==> src/hw/rtl/pctd_pkg.sv <==
`default_nettype none

package pctd_pkg;

	localparam int DEF_MAX_NODES    = 1024;
	localparam int DEF_MAX_CODE_LEN = 32;
	localparam int DEF_SYMBOL_BITS  = 9;

	localparam int OPCODE_W   = 2;
	localparam int SYM_PORT_W = 9;
	localparam int CODE_W     = 32;
	localparam int LEN_W      = 6;
	localparam int STATUS_W   = 2;

	localparam logic [OPCODE_W-1:0] OP_CLEAR  = 2'd0;
	localparam logic [OPCODE_W-1:0] OP_INSERT = 2'd1;
	localparam logic [OPCODE_W-1:0] OP_DECODE = 2'd2;

	localparam logic [STATUS_W-1:0] STATUS_OK   = 2'd0;
	localparam logic [STATUS_W-1:0] STATUS_MISS = 2'd1;
	localparam logic [STATUS_W-1:0] STATUS_FULL = 2'd2;

	// which result the datapath loads into the output register
	typedef enum logic [1:0] {
		RES_ZERO,
		RES_MISS,
		RES_FULL,
		RES_EVAL
	} res_sel_t;

	typedef struct packed {
		logic     capture;
		logic     clear;
		logic     ins_alloc;
		logic     ins_descend;
		logic     ins_fill;
		logic     ins_flush;
		logic     dec_next;
		logic     dec_miss;
		logic     dec_eval;
		logic     res_load;
		res_sel_t res_sel;
	} cmd_t;

	typedef struct packed {
		logic ins_done;
		logic ins_has;
		logic ins_full;
		logic dec_has;
	} sts_t;

endpackage

`default_nettype wire

==> src/hw/rtl/pctd_ctrl.sv <==
`default_nettype none

module pctd_ctrl (
	input  wire logic                           clk,
	input  wire logic                           arst_n,
	input  wire logic                           in_valid,
	output logic                                in_ready,
	input  wire logic [pctd_pkg::OPCODE_W-1:0]  opcode,
	output logic                                out_valid,
	input  wire logic                           out_ready,
	output pctd_pkg::cmd_t                      cmd,
	input  wire pctd_pkg::sts_t                 sts
);

	import pctd_pkg::*;

	typedef enum logic [2:0] {
		S_IDLE,
		S_CLEAR,
		S_NOP,
		S_INS,
		S_FILL,
		S_DEC_CHILD,
		S_DEC_EVAL
	} state_t;

	state_t state_q, state_nxt;
	logic   out_valid_q;
	logic   out_free;

	assign in_ready  = (state_q == S_IDLE);
	assign out_valid = out_valid_q;
	// a result may be loaded when the output register is empty or being drained
	assign out_free  = !out_valid_q || out_ready;

	always_comb begin
		cmd       = '0;
		state_nxt = state_q;
		unique case (state_q)
			S_IDLE: begin
				if (in_valid) begin
					cmd.capture = 1'b1;
					unique case (opcode)
						OP_CLEAR:  state_nxt = S_CLEAR;
						OP_INSERT: state_nxt = S_INS;
						OP_DECODE: state_nxt = S_DEC_CHILD;
						default:   state_nxt = S_NOP;
					endcase
				end
			end
			S_CLEAR: begin
				if (out_free) begin
					cmd.clear    = 1'b1;
					cmd.res_load = 1'b1;
					cmd.res_sel  = RES_ZERO;
					state_nxt    = S_IDLE;
				end
			end
			S_NOP: begin
				if (out_free) begin
					cmd.res_load = 1'b1;
					cmd.res_sel  = RES_ZERO;
					state_nxt    = S_IDLE;
				end
			end
			S_INS: begin
				priority if (sts.ins_done) begin
					if (out_free) begin
						cmd.ins_flush = 1'b1;
						cmd.res_load  = 1'b1;
						cmd.res_sel   = RES_ZERO;
						state_nxt     = S_IDLE;
					end
				end else if (sts.ins_has) begin
					cmd.ins_descend = 1'b1;
					state_nxt       = S_FILL;
				end else if (sts.ins_full) begin
					if (out_free) begin
						cmd.ins_flush = 1'b1;
						cmd.res_load  = 1'b1;
						cmd.res_sel   = RES_FULL;
						state_nxt     = S_IDLE;
					end
				end else begin
					cmd.ins_alloc = 1'b1;
				end
			end
			S_FILL: begin
				cmd.ins_fill = 1'b1;
				state_nxt    = S_INS;
			end
			S_DEC_CHILD: begin
				if (!sts.dec_has) begin
					if (out_free) begin
						cmd.dec_miss = 1'b1;
						cmd.res_load = 1'b1;
						cmd.res_sel  = RES_MISS;
						state_nxt    = S_IDLE;
					end
				end else begin
					cmd.dec_next = 1'b1;
					state_nxt    = S_DEC_EVAL;
				end
			end
			S_DEC_EVAL: begin
				if (out_free) begin
					cmd.dec_eval = 1'b1;
					cmd.res_load = 1'b1;
					cmd.res_sel  = RES_EVAL;
					state_nxt    = S_IDLE;
				end
			end
			default: state_nxt = S_IDLE;
		endcase
	end

	always_ff @(posedge clk or negedge arst_n) begin
		if (!arst_n) begin
			state_q     <= S_IDLE;
			out_valid_q <= 1'b0;
		end else begin
			state_q <= state_nxt;
			if (cmd.res_load) begin
				out_valid_q <= 1'b1;
			end else if (out_ready) begin
				out_valid_q <= 1'b0;
			end
		end
	end

endmodule

`default_nettype wire

==> config.mk <==
export PLATFORM = sky130hd
export DESIGN_NAME = pctd_ctrl
export DESIGN_NICKNAME = d
export VERILOG_FILES = /design/src/hw/rtl/pctd_pkg.sv /design/src/hw/rtl/pctd_ctrl.sv
export SDC_FILE = /design/constraint.sdc
export NUM_CORES = 1
export LEC_CHECK = 0
export BUFFER_PORTS_ARGS = -buffer_cell sky130_fd_sc_hd__buf_2
export CELL_PAD_IN_SITES_DETAIL_PLACEMENT = 0
export CELL_PAD_IN_SITES_GLOBAL_PLACEMENT = 2
export CORE_MARGIN = 4
export CORE_UTILIZATION = 22
export CTS_CLUSTER_SIZE = 14
export DETAILED_ROUTE_END_ITERATION = 16
export PLACE_DENSITY = 0.79
export SYNTH_ARGS = -nofsm -noshare
export SYNTH_HDL_FRONTEND = slang
export SYNTH_SLANG_ARGS = --single-unit
==> constraint.sdc <==
create_clock -name clk -period 1.5 [get_ports clk]
set_input_delay 0.15 -clock clk [delete_from_list [all_inputs] [get_ports clk]]
set_output_delay 0.15 -clock clk [all_outputs]
set_load 0.1 [all_outputs]
==> results.cfg, run 1 <==
[timing]
tightestPinTransition_ps = 483.8
hold_violations = 0
report.final.setup_viol = 6
finalWorstPathRequiredPeriod_ps = 1622
max_slew_margin_pct = 67.97
timing_max_transition_violations_final = 0
finalClockSkew_ps = 7.048
grt_setup_unrepaired = true
timing.final.crit_share_pct = 108.1
achievable-frequency_ghz = 0.6166
fin_ws_ps = -121.7

[global_routing]
grt_start_max_net_pins = 12
first_global_vias = 616
global_route_wire_length_before_repair_microns = 2573
gr-total-overflow = 0
gr-usage-all-layers_pct = 12.78
antenna_found_initial = 0

[cts]
worstSkewPairLatency_ps = 240
clock_tree.buffer_depth = 2
cts.sinks = 4
numCtsBuffers = 3
clock_pin_slew_reported_for_the_worst_setup_and_hold_paths_after_clock_tree_synthesis_ps = 40
clk_root_buffer_cell = clkbuf_4
cts_tree = done
clock_tree.htree_level_count = 1

[floorplan]
die_y_microns = 54.00
fp.coreArea_sq_mm = 0.001982
start_util_pct = 23.48
num_rows = 16
die_width_microns = 54.00
total_die_area_sq_mm = 0.002915
boundaryPins = 24

[drt]
antenna_violating_nets_post_route = 0
totalWireLength_microns = 1610
routed_wire_length_per_instance_microns = 13.42
detail_route.iter0.violations = 9
dr_total_vias = 574
post-route-drc-count = 0
drtPass1Iterations = 3
vias_per_cell = 4.783

[min_path]
timing.hold.worst.start = out_ready
hold_class = in2reg
worst_hold_path.endpoint = out_valid
worstHoldPathCells = 3

[yosys]
syn_area_per_cell_sq_um = 7.757
syn-cell-area_sq_um = 465.4
yosysSeqAreaShare_pct = 21.51
synth_cell_types = 30
syn_nets = 70
ys_warnings = 0
ys_ff_latch = 4
synthesis.instances = 60

[setup_path]
timing.critical_path.depth = 4
setup.worst_path.end_class = primary output
critical_path.cell_chain = nand2b_4 -> or3_4 -> a21oi_4 -> buf_12
crit-reg2reg-capture = state_q[2]
setup.worst_path.class = reg2out
timing.critical_path.max_delay_family = simple AND/OR/NAND/NOR gates
crit_arrival_ps = 1470
worstPathBufferInverterCount = 1
crit_path_start_kind = flop
crit_path_max_fanout = 2
critical_path_slowest_stage_cell = dfrtp_1
rrSetupSlack_ps = 80
timing.critical_path.required_ps = 1350
r2r_start = state_q[0]
critical-path-max-stage-delay_ps = 380
ff2ff_path_depth = 5

[final_layout]
final_layout_size_suffix_gt1_share_pct = 70.97
multi_input_comb_area_sq_um = 439.2
filler_cell_count = 181
layout.cell_area.non_filler_sq_mm = 0.001020
finalNetCount = 104
final_core_utilization_pct = 51.45
area_growth_pct = 119.1
n_antenna_cell = 0
register_area_sq_um = 106.4

[placed_design]
io_buffers = 23
final_wtd_congestion = 0.7577
placed_cell_area_sq_um = 902.1
post-dp-hpwl_microns = 1223

[pwr]
worst_ir_drop_vdd_v = 0.001616
static-leakage-power_nw = 0.4296
power_density_mw_per_mm2 = 2395

[status]
violations = setup timing
result_of_the_run = finished, violations left

[job]
max_cap_violations = 0
logic make-up (layout without fill, tap and decap cells):
logic type             Yosys count  in the layout  synth area share, %
buffers and inverters            8             41                11.29
AO/OA/AOI/OAI                   16             16                22.85
flip-flops                       4              4                21.51
multiplexers                     1              1                3.225
AND/OR/NAND/NOR                 31             31                41.13
final cells by class:
cell class                      instances  share of cell area (%)
Clock buffer                            4                   2.577
Inverter                                4                   1.472
Multi-Input combinational cell         48                   43.07
Sequential cell                         4                   10.43
Tap cell                               27                   3.313
Timing Repair Buffer                   33                   39.14
worst reg2reg max path, delay by kind of cell (launching register included):
family	cells	cell delay (ps)
AND/OR/NAND/NOR	1	360
flip-flops	1	450
AO/OA/AOI/OAI	2	240
buffers and inverters	2	300
registers in the layout, indices dropped and copies added (netlist names):
| register | flops |
|---|---|
| state_q | 3 |
| out_valid | 1 |
power breakdown:
group          switching (W)  internal (W)
clock              0.0000520      0.000100
combinational        0.00127      0.000775
sequential         0.0000737      0.000170
total                0.00140       0.00105
cells in the mapped netlist, drive strengths merged:
cell	count	area, sq um
o21ai	2	10.01
o21a	2	15.01
and2	1	6.260
a31o	1	8.760
nor3	5	40.04
buf	4	37.53
and2b	3	25.02
or3	1	6.260
and3	2	17.52
nand2	3	11.26
a32oi	1	8.760
nor4	2	12.51
a311oi	1	8.760
nor4b	1	8.760
a21oi	6	33.78
nand3	1	5.000
dfrtp	4	100.1
nor2	7	26.28
a31oi	1	6.260
mux2	1	15.01
nand2b	4	25.02
inv	4	15.01
o21bai	1	7.510
nand3b	1	7.510
a211oi	1	7.510
metrics by stage:
| step | hold WS (ps) | TNS (ps) | setup WS, ps | std cells | total power (W) |
|---|---|---|---|---|---|
| floorplan | -145.6 | -2942 | -608.8 | 60 | 0.001619 |
| global placement | -43.94 | 0 | 87.89 | 111 | 0.002105 |
| detailed placement | -44.72 | 0 | 99.66 | 111 | 0.002122 |
| CTS | 231.3 | -667.0 | -108.3 | 120 | 0.002428 |
| global route | 233.8 | -1070 | -170.0 | 120 | 0.002564 |
| finish | 226.7 | -462.7 | -121.7 | 120 | 0.002442 |
cells in the final DEF, fill, tap and decap left out, drive strengths merged:
cell type,n
clkbuf,4
nor3,5
a32oi,1
inv,4
nand3b,1
and2,1
or3,1
buf,32
nor4b,1
a31oi,1
a311oi,1
a31o,1
mux2,1
nand2,3
nand2b,4
dlygate4sd3,1
nor4,2
nand3,1
o21a,2
nor2,7
a21oi,6
and2b,3
and3,2
a211oi,1
o21bai,1
dfrtp,4
o21ai,2
what timing repair did:
action	4_1_cts	5_1_grt
pin swaps	3	2
hold endpoints to repair	4	0
resized for setup	12	4
setup buffers	4	0
hold buffers	1	0
endpoints found under the setup margin	11	13
per-layer routing:
metal	vias up	track usage [%]	wire length (microns)
met5	-	0	0
met2	26	21.37	771
met4	0	11.20	87
li1	281	-	-
met3	8	3.047	106
met1	259	13.18	644
worst max path at each step:
stage | from | slack, ps | endpoint
floorplan | out_valid | -610 | cmd[4]
CTS | out_valid | -110 | cmd[4]
global route | state_q[2] | -170 | cmd[1]
global placement | state_q[1] | 90 | cmd[2]
detailed placement | state_q[1] | 100 | cmd[2]
finish | state_q[2] | -120 | cmd[1]
Power figures use the tool's default switching activity.
==> run 2, diff against run 1 <==
ABC_AREA = 1   (was unset)
CORE_ASPECT_RATIO = 1.75   (was unset)
CORE_UTILIZATION = 19   (was 22)
PLACE_DENSITY = 0.78   (was 0.79)
==> results.cfg, run 2 <==
[final_layout]
n_antenna_cell = 0
final_layout_size_suffix_gt1_share_pct = 61.34
filler_cell_count = 256
multi_input_comb_area_sq_um = 417.9
register_area_sq_um = 107.6
most_used_cells_in_the_layout_excluding_fill_and_tap_cells = 16 x nand2_1, 13 x buf_12, 11 x buf_4, 10 x inv_1, 10 x buf_2
area_growth_pct = 138.9
final_core_utilization_pct = 47.39
regMostFlops = state_q
finalNetCount = 131
largest_reg_flops = 3
mostFrequentLayoutCell = nand2_1

[floorplan]
die_y_microns = 72.86
start_util_pct = 19.84
boundaryPins = 24
die_width_microns = 45.06
fp.coreArea_sq_mm = 0.002302
num_rows = 23
total_die_area_sq_mm = 0.003283

[job]
max_cap_violations = 0

[pwr]
total_switching_power_w = 0.001380
power_density_mw_per_mm2 = 2171
sequentialPowerShare_pct = 11.7
worst_ir_drop_vdd_v = 0.001663
static-leakage-power_nw = 0.5168
power_frac_clock_pct = 9.5
p_int_w = 0.0009889
combPwrFrac_pct = 78.8
p_total_w = 0.002369
fraction_of_power_spent_switching_nets_pct = 58.26

[global_routing]
gr-total-overflow = 0
antenna_found_initial = 0
grt_start_max_net_pins = 9
gr-usage-all-layers_pct = 10.69
first_global_vias = 637
global_route_wire_length_before_repair_microns = 2608

[placed_design]
io_buffers = 23
final_wtd_congestion = 0.8681
post-dp-hpwl_microns = 1330
post_placement_worst_setup_slack_ps = 85.48

[timing]
finalWorstPathRequiredPeriod_ps = 1549
finalClockSkew_ps = 4.261
hold_violations = 0
max_slew_margin_pct = 67.82
grt_setup_unrepaired = true
tightestPinTransition_ps = 486.1
totalNegativeSetupSlack_ps = -105.2
achievable-frequency_ghz = 0.6457
report.final.setup_viol = 4
fin_ws_ps = -48.70
timing.final.crit_share_pct = 103.2
timing_max_transition_violations_final = 0

[drt]
routed_wire_length_per_instance_microns = 11.17
post-route-drc-count = 0
vias_per_cell = 4.375
detail_route.iter0.violations = 5
totalWireLength_microns = 1608
antenna_violating_nets_post_route = 0
dr_total_vias = 630
drtPass1Iterations = 4

[status]
result_of_the_run = finished, violations left
violations = setup timing

[setup_path]
critical_path_slowest_stage_cell = dfrtp_4
setup.worst_path.end_class = primary output
crit_path_start_kind = flop
critical_path.cell_chain = inv_2 -> nor2_4 -> nor3_4 -> nor2_4 -> clkinvlp_4 -> buf_12
critical-path-max-stage-delay_ps = 390
crit_arrival_ps = 1400
setup.worst_path.class = reg2out
ff2ff_path_depth = 9
rrSetupSlack_ps = 140
timing.critical_path.required_ps = 1350
critPathMostFrequentCell = nor2_4
crit_path_max_fanout = 6

[yosys]
synthesis.instances = 82
ys_ff_latch = 4
syn_nets = 92
async_reset_ff_share_pct = 100.0
netlist_top_cells_count = 19 x nand2_1, 18 x inv_1, 12 x nor2_1
synth_area_leaders = dfrtp_1 22%, nand2_1 16%, inv_1 15%
ys_warnings = 0
synth_most_common_cell = nand2_1
synth_cell_types = 16
synth_top_area_share_pct = 21.92
synthDominantAreaCellType = dfrtp_1
synthFlopType = dfrtp_1
yosysSeqAreaShare_pct = 21.92
synth_enable_flop_cells = 0
syn_area_per_cell_sq_um = 5.569
syn-cell-area_sq_um = 456.7

[cts]
cts_tree = done
worstSkewPairLatency_ps = 220
clock_pin_slew_reported_for_the_worst_setup_and_hold_paths_after_clock_tree_synthesis_ps = 30
cts.sinks = 4
numCtsBuffers = 3
clock_tree.buffer_depth = 2
clock_tree.htree_level_count = 1
clk_root_buffer_cell = clkbuf_8

[min_path]
hold_class = in2async
run 2: power by group through the flow:
stage                     registers, W  logic, W  clock network [W]
after floorplan               0.000311   0.00112                  0
after global placement        0.000253   0.00175                  0
after detailed placement      0.000257   0.00175                  0
after CTS                     0.000263   0.00180           0.000228
after global routing          0.000282   0.00196           0.000237
final                         0.000276   0.00187           0.000226
run 2: worst paths after layout:
kind | start | end
max | out_valid | cmd[0]
min | arst_n | state_q[0]
max reg2reg | state_q[1] | state_q[1]
min in group clk | opcode[1] | state_q[2]
min reg2reg | state_q[2] | state_q[2]
max in group asynchronous | arst_n | out_valid
run 2: stage by stage:
stage | instance area [sq um] | hold slack [ps] | instances
after detailed placement | 939.7 | -41.29 | 136
final | 1091 | 272.7 | 144
after floorplan | 556.8 | -145.6 | 82
after global routing | 1091 | 298.1 | 144
after global placement | 939.7 | -41.88 | 136
after CTS | 1040 | 280.1 | 143
run 2: cell type report:
cell class              instances  area share [%]
multi-input cells              57           38.30
repair buffers                 36           37.96
flip-flops and latches          4           9.862
inverters                      19           7.225
clock buffers                   3           3.784
well taps                      25           2.867
run 2: cell families after synthesis:
logic type | count (synthesis) | share of synthesized area (%)
AOI/OAI and AO/OA | 5 | 5.754
buffers and inverters | 21 | 17.81
DFF | 4 | 21.92
and+or+nand+nor | 52 | 54.52
run 2: layer usage:
layer / vias up / global-route usage (%) / part of all wire [%]
li1: 326 / - / -
met1: 292 / 10.36 / 33
met2: 12 / 20.35 / 63
met3: 0 / 1.975 / 3.7
met4: 0 / 4.886 / 0
met5: - / 0 / 0
run 2: critical path, delay by kind of cell, from the launching register on:
family,cells,cell delay (ps)
simple gates,3,450
flops,1,390
buf+inv,3,330
run 2: repair_timing:
action / in CTS / in global routing
pin swaps: 4 / 5
hold buffers: 1 / 0
endpoints found under the setup margin: 10 / 11
gates resized for setup: 12 / 9
setup buffers: 4 / 1
hold endpoints to repair: 4 / 0
==> run 3, diff against run 2 <==
CORE_UTILIZATION = 20   (was 19)
CTS_BUF_LIST = sky130_fd_sc_hd__clkbuf_4   (was unset)
PLACE_DENSITY = 0.81   (was 0.78)
TNS_END_PERCENT = 50   (was unset)
==> results.cfg, run 3 (same netlist as run 2, synthesis figures left out) <==
[status]
result_of_the_run = finished, violations left
violations = setup timing

[timing]
fin_ws_ps = -111.4
finalWorstPathRequiredPeriod_ps = 1611
tightestPinTransition_ps = 483.6
achievable-frequency_ghz = 0.6206
grt_setup_unrepaired = true
timing.final.crit_share_pct = 107.4
max_slew_margin_pct = 67.98
timing_max_transition_violations_final = 0
hold_violations = 0
timing.hold.ws_ps = 241.8
finalClockSkew_ps = 6.221
report.final.setup_viol = 8

[floorplan]
die_width_microns = 44.12
die_y_microns = 71.22
boundaryPins = 24
start_util_pct = 21.27
num_rows = 22
fp.coreArea_sq_mm = 0.002147
total_die_area_sq_mm = 0.003142

[global_routing]
grt_start_max_net_pins = 9
gr-total-overflow = 0
global_route_wire_length_before_repair_microns = 2456
antenna_found_initial = 0
first_global_vias = 592
gr-usage-all-layers_pct = 9.851

[setup_path]
setup.worst_path.class = reg2out
critical_path.cell_chain = inv_2 -> nor2_4 -> nor3_4 -> nor2_4 -> clkinvlp_4 -> buf_12
worstPathBufferInverterCount = 3
crit_path_max_fanout = 6
rrSetupSlack_ps = 200
critical-path-max-stage-delay_ps = 400
ff2ff_path_depth = 7
timing.critical_path.required_ps = 1350
crit_path_start_kind = flop
setup.worst_path.end_class = primary output
timing.critical_path.depth = 6
crit_arrival_ps = 1460
critical_path_slowest_stage_cell = dfrtp_4
timing.critical_path.max_delay_family = simple AND/OR/NAND/NOR gates
critPathMostFrequentCell = nor2_4

[placed_design]
placed_cell_area_sq_um = 883.3
post-dp-hpwl_microns = 1286
io_buffers = 23
post_placement_worst_setup_slack_ps = 76.10
placedCellCount = 132
final_wtd_congestion = 0.7507

[final_layout]
most_used_cells_in_the_layout_excluding_fill_and_tap_cells = 17 x nand2_1, 13 x buf_12, 10 x inv_1, 10 x buf_2
final_layout_size_suffix_gt1_share_pct = 58.47
n_antenna_cell = 0
filler_cell_count = 204
final_core_utilization_pct = 48.02
fin_cells = 142
largest_reg_flops = 3
finalNetCount = 129
area_growth_pct = 125.8
regMostFlops = state_q
mostFrequentLayoutCell = nand2_1
layout.cell_area.non_filler_sq_mm = 0.001031

[cts]
clk_root_buffer_cell = clkbuf_4
clock_tree.buffer_depth = 2
clock_pin_slew_reported_for_the_worst_setup_and_hold_paths_after_clock_tree_synthesis_ps = 40
clock_tree.htree_level_count = 1
cts_tree = done
cts.sinks = 4
worstSkewPairLatency_ps = 240
numCtsBuffers = 3

[drt]
antenna_violating_nets_post_route = 0
totalWireLength_microns = 1504
post-route-drc-count = 0
vias_per_cell = 4.268
dr_total_vias = 606
detail_route.iter0.violations = 12
drtPass1Iterations = 4
routed_wire_length_per_instance_microns = 10.59

[min_path]
hold_class = in2async

[pwr]
static-leakage-power_nw = 0.5041
worst_ir_drop_vdd_v = 0.0009167
power_density_mw_per_mm2 = 2128

[job]
max_cap_violations = 0
[run 3: layout make-up]
type / instances / area, sq um / area share, %
Tap cell: 24 / 30.03 / 2.913
Timing Repair Buffer: 34 / 402.9 / 39.08
Multi-Input combinational cell: 57 / 385.4 / 37.38
Inverter: 19 / 75.07 / 7.282
Sequential cell: 4 / 107.6 / 10.44
Clock buffer: 4 / 30.03 / 2.913
[run 3: path summary, 6_finish.rpt]
kind                                  from         end
worst max-delay path             out_valid      cmd[0]
worst min-delay path                arst_n   out_valid
worst max register to register  state_q[1]  state_q[0]
worst min register to register  state_q[2]  state_q[2]
max in group asynchronous           arst_n  state_q[0]
min in group clk                 opcode[1]  state_q[2]
[run 3: where the power goes]
group | switching, W | leakage (nW) | internal [W]
registers | 0.000103 | 0.0460 | 0.000167
logic | 0.00116 | 0.440 | 0.000595
clock network | 0.0000492 | 0.0184 | 0.000118
total | 0.00131 | 0.504 | 0.000880
[run 3: metal layers]
layer / track usage [%] / vias up / part of all wire (%) / routed length [microns]
met5: 0 / - / 0 / 0
li1: - / 324 / - / -
met2: 19.48 / 13 / 60 / 905
met4: 3.020 / 0 / 0 / 0
met1: 10.57 / 269 / 36 / 536
met3: 0.2513 / 0 / 4.1 / 62
[run 3: worst reg2reg max path, stage by stage, from the launching register on]
cell     delay, ps
dfrtp_2        480
nand2_4        100
nor2_4         180
inv_2           80
nor2_4         130
nor2_1          90
nand3_1         90
nand2_1         50
[run 3: repair_timing]
item                                    CTS  global route
hold buffers                              1             0
setup buffers                             4             1
hold endpoints to repair                  4             0
endpoints found under the setup margin   10            12
gates resized for setup                  14            11
pin swaps                                 1             5
[run 3: per-stage QoR]
step / TNS, ps / power, W
after floorplan: -5286 / 0.001324
after global placement: 0 / 0.001857
after detailed placement: 0 / 0.001858
after CTS: -397.1 / 0.002139
after global routing: -1019 / 0.002281
final: -402.8 / 0.002194
